<file path="config.mk">
export PLATFORM = sky130hd
export DESIGN_NAME = rtc_counter_alarm_registers_core_flat
export DESIGN_NICKNAME = d
export VERILOG_FILES = /design/src/hdl/rtca_pkg.sv /design/src/hdl/rtca_chan_if.sv /design/src/hdl/rtc_counter_alarm_registers_core.sv /design/src/flat_wrapper.sv
export SDC_FILE = /design/constraint.sdc
export NUM_CORES = 1
export LEC_CHECK = 0
export BUFFER_PORTS_ARGS = -buffer_cell sky130_fd_sc_hd__buf_2
export CAP_MARGIN = 25
export CORE_MARGIN = 10
export CORE_UTILIZATION = 30
export CTS_BUF_LIST = sky130_fd_sc_hd__clkbuf_4
export DETAILED_ROUTE_END_ITERATION = 7
export GPL_TIMING_DRIVEN = 0
export PLACE_DENSITY = 0.48
export SYNTH_ARGS = -nofsm -noshare
export SYNTH_HDL_FRONTEND = slang
export SYNTH_SLANG_ARGS = --single-unit
</file>
<file path="constraint.sdc">
create_clock -name clock -period 7.89 [get_ports clock]
set_input_delay 1.578 -clock clock [delete_from_list [all_inputs] [get_ports clock]]
set_output_delay 1.578 -clock clock [all_outputs]
set_load 0.005 [all_outputs]
</file>
<file path="src/hdl/rtca_pkg.sv">
// Shared widths, codes and types for the RTC counter and alarm register block.
package rtca_pkg;

   localparam int ACTION_W    = 2;
   localparam int REG_INDEX_W = 3;
   localparam int WORD_W      = 32;
   localparam int STEP_W      = 30;
   localparam int TIME_W      = 64;

   localparam logic [STEP_W-1:0] STEP_RESET = STEP_W'(1);

   typedef enum logic [ACTION_W-1:0] {
      ACTION_TICK  = 2'd0,
      ACTION_READ  = 2'd1,
      ACTION_WRITE = 2'd2
   } action_type;

   typedef enum logic [REG_INDEX_W-1:0] {
      REG_TIME_LO      = 3'd0,
      REG_TIME_HI      = 3'd1,
      REG_ALARM_LO     = 3'd2,
      REG_ALARM_HI     = 3'd3,
      REG_IRQ_ENABLE   = 3'd4,
      REG_CLEAR_ALARM  = 3'd5,
      REG_ALARM_STATUS = 3'd6,
      REG_CLEAR_IRQ    = 3'd7
   } reg_index_type;

endpackage

</file>
<file path="src/hdl/rtca_chan_if.sv">
// Valid/ready channel interfaces for the request and response beats.
interface rtca_req_if;
   import rtca_pkg::*;
   logic                   valid;
   logic                   ready;
   logic [ACTION_W-1:0]    action;
   logic [REG_INDEX_W-1:0] reg_index;
   logic [WORD_W-1:0]      write_data;

   modport source (output valid, action, reg_index, write_data, input ready);
   modport sink   (input valid, action, reg_index, write_data, output ready);
endinterface

interface rtca_rsp_if;
   import rtca_pkg::*;
   logic              valid;
   logic              ready;
   logic [WORD_W-1:0] read_data;
   logic              irq_out;

   modport source (output valid, read_data, irq_out, input ready);
   modport sink   (input valid, read_data, irq_out, output ready);
endinterface

</file>
<file path="src/hdl/rtc_counter_alarm_registers_core.sv">
// RTC core: 64-bit nanosecond counter, one-shot alarm and interrupt, as a register block.
//
//  channel | dir | beat contents                        | handshake
//  --------+-----+--------------------------------------+------------------------
//  req     | in  | action, reg_index, write_data        | valid/ready
//  rsp     | out | read_data, irq_out                   | valid/ready
//  csr     | in  | step_per_tick (30 bits)              | write enable, no ready
//
//  One beat per cycle sustained while the response side is not stalled; a request
//  passes through the input register, then the response register.
//  The path between them is one 64-bit add (tick) followed by one 64-bit compare
//  (alarm due check), with the register decode muxing in front.
//  Reset is synchronous: all counter/alarm state clears, step_per_tick returns to 1.
//  A stalled response freezes the input stage and all counter/alarm state; the request side
//  keeps accepting while the input register is empty.
module rtc_counter_alarm_registers_core (
   input  logic                        clock,
   input  logic                        reset,
   rtca_req_if.sink                    req,
   rtca_rsp_if.source                  rsp,
   input  logic                        csr_write_enable,
   input  logic [rtca_pkg::STEP_W-1:0] csr_write_data
);
   import rtca_pkg::*;

   // pipeline control
   logic req_fire;
   logic out_stall;
   logic s1_fire;
   logic s1_valid_ff, s1_valid_in;
   logic out_valid_ff, out_valid_in;

   // input register (payload, no reset)
   logic [ACTION_W-1:0]    action_ff;
   logic [REG_INDEX_W-1:0] reg_index_ff;
   logic [WORD_W-1:0]      write_data_ff;

   // architectural state
   logic [STEP_W-1:0] step_ff,       step_in;
   logic [TIME_W-1:0] time_count_ff, time_count_in;
   logic [WORD_W-1:0] shadow_ff,     shadow_in;
   logic [WORD_W-1:0] alarm_hi_ff,   alarm_hi_in;
   logic [TIME_W-1:0] alarm_ff,      alarm_in;
   logic              armed_ff,      armed_in;
   logic              pending_ff,    pending_in;
   logic              enabled_ff,    enabled_in;

   // response register
   logic [WORD_W-1:0] read_data_ff, read_data_in;
   logic              irq_ff,       irq_in;

   assign out_stall = out_valid_ff && !rsp.ready;
   assign s1_fire   = s1_valid_ff && !out_stall;
   assign req.ready = !s1_valid_ff || !out_stall;
   assign req_fire  = req.valid && req.ready;

   assign rsp.valid     = out_valid_ff;
   assign rsp.read_data = read_data_ff;
   assign rsp.irq_out   = irq_ff;

   always_comb begin
      s1_valid_in = s1_valid_ff;
      if (req_fire) begin
         s1_valid_in = 1'b1;
      end else if (s1_fire) begin
         s1_valid_in = 1'b0;
      end
      out_valid_in = out_valid_ff;
      if (s1_fire) begin
         out_valid_in = 1'b1;
      end else if (rsp.ready) begin
         out_valid_in = 1'b0;
      end
   end

   // csr writes must land only while idle (user's duty, unchecked); they apply at once
   assign step_in = csr_write_enable ? csr_write_data : step_ff;

   // item execution: register decode, tick add, then the alarm due check
   always_comb begin
      time_count_in = time_count_ff;
      shadow_in     = shadow_ff;
      alarm_hi_in   = alarm_hi_ff;
      alarm_in      = alarm_ff;
      armed_in      = armed_ff;
      pending_in    = pending_ff;
      enabled_in    = enabled_ff;
      read_data_in  = '0;
      if (s1_fire) begin
         unique case (action_type'(action_ff))
            ACTION_TICK: begin
               time_count_in = time_count_ff + TIME_W'(step_ff);
            end
            ACTION_READ: begin
               unique case (reg_index_type'(reg_index_ff))
                  REG_TIME_LO: begin
                     shadow_in    = time_count_ff[TIME_W-1:WORD_W];
                     read_data_in = time_count_ff[WORD_W-1:0];
                  end
                  REG_TIME_HI:      read_data_in = shadow_ff;
                  REG_ALARM_LO:     read_data_in = alarm_ff[WORD_W-1:0];
                  REG_ALARM_HI:     read_data_in = alarm_hi_ff;
                  REG_IRQ_ENABLE:   read_data_in = WORD_W'(enabled_ff);
                  REG_ALARM_STATUS: read_data_in = WORD_W'(armed_ff);
                  REG_CLEAR_ALARM:  read_data_in = '0;
                  REG_CLEAR_IRQ:    read_data_in = '0;
               endcase
            end
            ACTION_WRITE: begin
               unique case (reg_index_type'(reg_index_ff))
                  REG_TIME_LO: begin
                     time_count_in = {time_count_ff[TIME_W-1:WORD_W], write_data_ff};
                  end
                  REG_TIME_HI: begin
                     time_count_in = {write_data_ff, time_count_ff[WORD_W-1:0]};
                  end
                  REG_ALARM_LO: begin
                     alarm_in = {alarm_hi_ff, write_data_ff};
                     armed_in = 1'b1;
                  end
                  REG_ALARM_HI:     alarm_hi_in = write_data_ff;
                  REG_IRQ_ENABLE:   enabled_in  = write_data_ff[0];
                  REG_CLEAR_ALARM:  armed_in    = 1'b0;
                  REG_ALARM_STATUS: ;
                  REG_CLEAR_IRQ:    pending_in  = 1'b0;
               endcase
            end
            default: ;   // unused action code: no effect, reads zero
         endcase
         // alarm already due (including one set in the past) fires on this beat
         if (armed_in && (alarm_in <= time_count_in)) begin
            armed_in   = 1'b0;
            pending_in = 1'b1;
         end
      end
      irq_in = pending_in && enabled_in;
   end

   always_ff @(posedge clock) begin
      if (reset) begin
         s1_valid_ff   <= 1'b0;
         out_valid_ff  <= 1'b0;
         step_ff       <= STEP_RESET;
         time_count_ff <= '0;
         shadow_ff     <= '0;
         alarm_hi_ff   <= '0;
         alarm_ff      <= '0;
         armed_ff      <= 1'b0;
         pending_ff    <= 1'b0;
         enabled_ff    <= 1'b0;
      end else begin
         s1_valid_ff   <= s1_valid_in;
         out_valid_ff  <= out_valid_in;
         step_ff       <= step_in;
         time_count_ff <= time_count_in;
         shadow_ff     <= shadow_in;
         alarm_hi_ff   <= alarm_hi_in;
         alarm_ff      <= alarm_in;
         armed_ff      <= armed_in;
         pending_ff    <= pending_in;
         enabled_ff    <= enabled_in;
      end
   end

   always_ff @(posedge clock) begin
      if (req_fire) begin
         action_ff     <= req.action;
         reg_index_ff  <= req.reg_index;
         write_data_ff <= req.write_data;
      end
      if (s1_fire) begin
         read_data_ff <= read_data_in;
         irq_ff       <= irq_in;
      end
   end

   // a held response always reflects the current interrupt state
   a_irq_matches_state: assert property (@(posedge clock) disable iff (reset)
      out_valid_ff |-> (irq_ff == (pending_ff && enabled_ff)))
      else $error("irq_out out of step with pending/enabled state");

   // an armed alarm never sits past its due time
   a_no_stale_alarm: assert property (@(posedge clock) disable iff (reset)
      armed_ff |-> (alarm_ff > time_count_ff))
      else $error("armed alarm is due but did not fire");

   // request side only back-pressures when the input stage is blocked
   a_ready_only_on_stall: assert property (@(posedge clock) disable iff (reset)
      !req.ready |-> (s1_valid_ff && out_valid_ff && !rsp.ready))
      else $error("request stalled without a blocked response");

   // no state change while the response is stalled
   a_state_frozen_on_stall: assert property (@(posedge clock) disable iff (reset)
      out_stall |=> ($stable(time_count_ff) && $stable(armed_ff) && $stable(pending_ff)))
      else $error("state moved during a response stall");

endmodule
</file>
<file path="src/flat_wrapper.sv">
// flat-port wrapper written by rule: the top's interface ports become plain ports
module rtc_counter_alarm_registers_core_flat import rtca_pkg::*;
  (clock, reset, csr_write_enable, csr_write_data, req_valid, req_action, req_reg_index, req_write_data, req_ready, rsp_valid, rsp_read_data, rsp_irq_out, rsp_ready);
  rtca_req_if req_i ();
  rtca_rsp_if rsp_i ();
  input  logic clock;
  input  logic reset;
  input  logic csr_write_enable;
  input  logic [rtca_pkg::STEP_W-1:0] csr_write_data;
  input wire logic [$bits(req_i.valid)-1:0] req_valid;
  input wire logic [$bits(req_i.action)-1:0] req_action;
  input wire logic [$bits(req_i.reg_index)-1:0] req_reg_index;
  input wire logic [$bits(req_i.write_data)-1:0] req_write_data;
  output wire logic [$bits(req_i.ready)-1:0] req_ready;
  output wire logic [$bits(rsp_i.valid)-1:0] rsp_valid;
  output wire logic [$bits(rsp_i.read_data)-1:0] rsp_read_data;
  output wire logic [$bits(rsp_i.irq_out)-1:0] rsp_irq_out;
  input wire logic [$bits(rsp_i.ready)-1:0] rsp_ready;
  assign req_i.valid = req_valid;
  assign req_i.action = req_action;
  assign req_i.reg_index = req_reg_index;
  assign req_i.write_data = req_write_data;
  assign req_ready = req_i.ready;
  assign rsp_valid = rsp_i.valid;
  assign rsp_read_data = rsp_i.read_data;
  assign rsp_irq_out = rsp_i.irq_out;
  assign rsp_i.ready = rsp_ready;
  rtc_counter_alarm_registers_core u_core (.clock(clock), .reset(reset), .req(req_i), .rsp(rsp_i), .csr_write_enable(csr_write_enable), .csr_write_data(csr_write_data));
endmodule
</file>
* Yosys cells after proc, flatten, opt, wreduce, memory -nomap -nowiden
Cells that the tools add are included.
** Storage, ports and cells
- Bits in registers :: 297
- Input port bits :: 72
- Logic and storage cells :: 64
** Operators by class
- $add $sub $neg :: 1
- $lt $le $gt $ge :: 1
- Equality and inequality tests :: 9
- Multiplexer cells :: 22
- Reductions and logical operators :: 16
** Operators by type and width (count)
- 64-bit two-way mux :: 4
- 64-bit one-hot mux with 2 select lines :: 2
- 32-bit one-hot mux with 7 select lines :: 1
- 64-bit by 30-bit adder with 64-bit output :: 1
- 64-bit less-or-equal comparator :: 1
- 1-bit two-way mux :: 14
- 3-bit equality test, second input constant :: 4
- 3-bit by 2-bit equality test with 1-bit output, second input constant :: 2
- 3-bit AND reduction :: 2
- 1-bit logical AND :: 5
- 2-bit nonzero test :: 2
- 3-bit by 1-bit equality test with 1-bit output, second input constant :: 1
- 1-bit zero test :: 3
- 3-bit zero test :: 1
- 2-bit by 1-bit equality test with 1-bit output, second input constant :: 1
- 2-bit equality test, second input constant :: 1
- 2-bit zero test :: 1
- 1-bit one-hot mux with 2 select lines :: 1
- 2-bit OR reduction :: 1
- 1-bit logical OR :: 1

* Longest topological paths before layout
- Depth in word-level cells :: 10
- Depth in mapped cells :: 21
- Depth with buffers taken out :: 20

* Least setup slack after synthesis
No wires, ideal clock.
- Kind :: register -> register
- Start :: register u_core.time_count_ff[0]
- End :: register u_core.irq_ff (netlist: u_core.rsp.irq_out) (data pin)
- Library setup time :: 0.255 ns
- Data arrival time :: 4.214 ns
- Data required time :: 7.635 ns
- Setup slack :: 3.421 ns
- Cell stages (with the launch flop) :: 21
- Path buffers :: 0
- Cell sequence :: dfxtp_1 > ha_1 > inv_1 > fa_1 > and2b_1 > o2111ai_2 > a211oi_2 > o311ai_2 > a211oi_2 > and4_1 > nor3_1 > a211o_1 > ha_1 > nand4_1 > nor4_1 > nand4_1 > nor2_1 > inv_1 > o2111ai_1 > o21ai_0 > and2_1
** Between the ends
- Cells in the longest elaborated chain, start to end :: 8
- Elaborated cells on any way between the ends :: 9
** RTL lines
- from (decl) :: RTL line rtc_counter_alarm_registers_core.sv:40 : logic [TIME_W-1:0] time_count_ff, time_count_in;
- from (signal assigned) :: RTL line rtc_counter_alarm_registers_core.sv:155 : time_count_ff <= time_count_in;
- 64-bit by 30-bit adder with 64-bit output / 64-bit one-hot mux with 2 select lines (equally long branches) :: RTL line rtc_counter_alarm_registers_core.sv:92, rtc_counter_alarm_registers_core.sv:110
- 64-bit one-hot mux with 2 select lines (*) :: RTL line rtc_counter_alarm_registers_core.sv:90 : unique case (action_type'(action_ff))
- 64-bit two-way mux (*) :: RTL line rtc_counter_alarm_registers_core.sv:89 : if (s1_fire) begin
- 64-bit less-or-equal comparator (*) :: RTL line rtc_counter_alarm_registers_core.sv:131 : if (armed_in && (alarm_in <= time_count_in)) begin
- 1-bit logical AND (*) :: RTL line rtc_counter_alarm_registers_core.sv:131
- 1-bit two-way mux (*) :: RTL line rtc_counter_alarm_registers_core.sv:131
- 1-bit two-way mux (*) :: RTL line rtc_counter_alarm_registers_core.sv:89
- 1-bit logical AND (*) :: RTL line rtc_counter_alarm_registers_core.sv:136 : irq_in = pending_in && enabled_in;
- via u_core.irq_in :: RTL line rtc_counter_alarm_registers_core.sv:50 : logic irq_ff, irq_in;
- to (signal assigned) :: RTL line rtc_counter_alarm_registers_core.sv:173 : irq_ff <= irq_in;
- to (decl) :: RTL line rtc_counter_alarm_registers_core.sv:50
The timed path passes the listed nets; every way through them passes the cells marked *. The select of a mux whose other input is x is not followed.
A chain may end at the register's enable or synchronous reset.

* Final worst setup path
Same ends and word-level chain as after synthesis.

==> results.txt <==
Yosys warnings: 0
Core area: 56,600 um2
Kind of critical path: flip-flop to flip-flop
WL/cell: 27.82 um
Final Cycle Share: 88.17%
Row count: 87
Max Slew Vio Count: 0
Yosys reg bits: 297
Clock skew: 69.77 ps
Hold Path Class: flip-flop to flip-flop
Aggregate global routing overflow: 0
DP HPWL: 66.95 mm
Top cells by area, synth: dfxtp_1, edfxtp_1, ha_1
Worst Tran Pin Value: 1171 ps
Post-CTS Resized: 0
Worst setup endpoint: u_core.rsp.irq_out
Min Hold Slack: 457.8 ps
Vias in the first global route: 16,880
Area delta synth->final: 16.37%
RSZ-0062 raised after global routing: false
GRT Util Overall: 24.67%
CTS tree: built
GPL Wtd Cong: 0.9902
Die span in y: 259.4 um
Top-area cell type share of the netlist area: 26.42%
Total clock sinks: 297
Final min period: 6956 ps
F_max: 0.1438 GHz
Async set-reset flop share out of synthesis: 0%
Final hold violation count: 0
Top_reg_cell synth: dfxtp_1
Peak VDD IR: 0.1017 mV
# setup viols final: 0
P_leak: 7.508 nW
Commonest non-fill, non-tap cell in the layout: nor2_1
Most frequent cells in the layout: nor2_1, nand2_1, dfxtp_1
Post-Syn Area: 17,200 um2
Nets: 2,411
Insertion delay to the later sink of the worst-skew pair: 870 ps
Net Count, Synth: 2,207
Root Buffer: clkbuf_4
Post-CTS setup buffer count: 0
Status: finished clean
DR iter-0 viols: 1,441
Fin cells: 3,079
Drt total wl: 85.67 mm
Max Cap Viol: 0
Crit path required time: 8500 ps
Max-slew headroom: 21.96%
TritonCTS buffer count: 91
Die area: 67,310 um2
Vias per cell: 5.667
Largest net degree at the start of global routing: 28
Critical Path AT: 7570 ps
Setup TNS: 0 ps
Layout cells sized above 1: 15.73%
I/O Pins: 107
CP endpoint kind: flip-flop
Synth area leader: dfxtp_1
Mapped Cells: 2,040
Max Root-Sink Buffers: 3
Sequential fraction of the synthesis area: 38.64%
Crit path from: u_core.time_count_ff[0]
Drc violations: 0
Die Wd: 259.4 um
# H-tree levels: 3
Placed cell count: 2,907
RR Startpoint: u_core.time_count_ff[0]
Worst-path clk slew: 60 ps
Avg Synthesized Cell Area: 8.431 um2
Reg2Reg Setup Slack: 930 ps
Cell variety after synth: 90
PortBufs: 105
Initial antenna violation count: 3
Worst-path maximum fanout: 10
EDFF count, synth: 70
Nature of the critical path startpoint: flip-flop
Hold-fix buffers, CTS: 0
Vias: 17,450
First-pass DRT Iterations: 7
R2R Path End: u_core.rsp.irq_out
Initial Util: 30.39%
First-pass GRT wire length: 120.1 mm
Final ANT Viol Nets: 0
Path depth of the worst reg2reg path: 20
Power per cell area: 200.5 nW/um2
routing by layer:
| metal | GRT usage (%) | share of wire, % | vias to the layer above |
|---|---|---|---|
| met5 | 0 | 0 | - |
| met4 | 14.71 | 6.3 | 0 |
| met3 | 5.471 | 6.4 | 214 |
| met2 | 39.02 | 45 | 756 |
| met1 | 30.31 | 42 | 8491 |
| li1 | - | - | 7989 |
state kept, by name, summed over array words and instances (netlist names):
name                  cells
u_core.action_ff          2
u_core.alarm_ff          64
u_core.alarm_hi_ff       32
u_core.armed_ff           1
u_core.enabled_ff         1
u_core.pending_ff         1
u_core.reg_index_ff       3
u_core.rsp.irq_out        1
u_core.rsp.read_data     32
u_core.rsp.valid          1
u_core.s1_valid_ff        1
u_core.shadow_ff         32
u_core.step_ff           30
u_core.time_count_ff     64
u_core.write_data_ff     32
critical path, cell delays in order, from the launching register on:
cell and delay (ps):
dfxtp_1 510, ha_1 310, inv_1 80, fa_1 390
and2b_1 240, o2111ai_2 210, a31oi_1 540, o2111ai_1 320
a21oi_1 630, buf_2 400, nand2_1 240, o311a_1 440
ha_1 300, nand4_1 140, nor4_1 680, nand4_1 350
nor2_1 270, inv_1 70, o2111ai_1 240, o21ai_0 140
and2_1 180
how the worst min path moves through the flow:
stage	start	to	slack (ps)	depth (start not counted)
after floorplan	u_core.shadow_ff[10]	u_core.shadow_ff[10]	440	2
after global placement	u_core.shadow_ff[27]	u_core.shadow_ff[27]	440	2
after detailed placement	u_core.shadow_ff[4]	u_core.shadow_ff[4]	450	2
after CTS	u_core.shadow_ff[4]	u_core.shadow_ff[4]	460	2
after global routing	u_core.shadow_ff[8]	u_core.shadow_ff[8]	470	2
final	u_core.shadow_ff[8]	u_core.shadow_ff[8]	460	2
layout make-up:
cell class	count	area, um2
Multi-Input combinational cell	1569	9884
Buffer	150	581.8
Clock inverter	29	209.0
Sequential cell	297	6646
Timing Repair Buffer	111	600.6
Fill cell	6067	36590
Tap cell	756	945.9
Antenna cell	3	7.507
Clock buffer	140	1051
Inverter	24	90.09
where the power goes:
| part | total [mW] | internal (mW) | switching (mW) |
|---|---|---|---|
| combinational | 0.629 | 0.211 | 0.418 |
| sequential | 1.70 | 1.62 | 0.0793 |
| clock | 1.68 | 0.908 | 0.773 |
synth_stat cells (10+ instances only):
| master | count |
|---|---|
| nand3_1 | 34 |
| nor4_1 | 10 |
| nor3_1 | 95 |
| buf_2 | 10 |
| inv_1 | 23 |
| a21oi_1 | 200 |
| a31oi_1 | 26 |
| a22oi_1 | 24 |
| o221ai_1 | 35 |
| dfxtp_1 | 227 |
| a21o_1 | 30 |
| o21a_1 | 15 |
| edfxtp_1 | 70 |
| and2_1 | 11 |
| o211ai_1 | 11 |
| nand2_1 | 230 |
| o21ai_0 | 78 |
| nand4_1 | 34 |
| or3_1 | 16 |
| mux2_2 | 66 |
| ha_1 | 94 |
| xor2_1 | 16 |
| buf_1 | 13 |
| clkbuf_1 | 125 |
| a211oi_1 | 20 |
| and3_1 | 20 |
| o22ai_1 | 26 |
| mux2i_1 | 69 |
| nor2_1 | 271 |
cells by family (layout without fill, tap and decap cells):
kind of cell | after synthesis | after routing | share of synthesized area, %
adder cells (fa/ha/maj) | 95 | 95 | 6.954
flip-flops | 297 | 297 | 38.64
AO/OA/AOI/OAI | 559 | 559 | 21.38
buffers and inverters | 174 | 454 | 3.899
other | 0 | 3 | 0
XOR/XNOR | 22 | 22 | 1.120
AND/OR/NAND/NOR | 757 | 757 | 19.58
multiplexers | 136 | 136 | 8.424
through the flow:
step / utilization (%) / power (mW) / worst slack [ps] / cell area, um2
after floorplan: - / 2.068 / 3421 / 17200
after global placement: 32.99 / 2.341 / 1083 / 18670
after detailed placement: 33.12 / 2.354 / 1105 / 18750
after CTS: 35.35 / 4.041 / 1117 / 20010
after global routing: 35.36 / 4.191 / 783.5 / 20020
final: 35.36 / 4.013 / 933.7 / 20020
No activity file was read; power rests on OpenSTA's default activity.
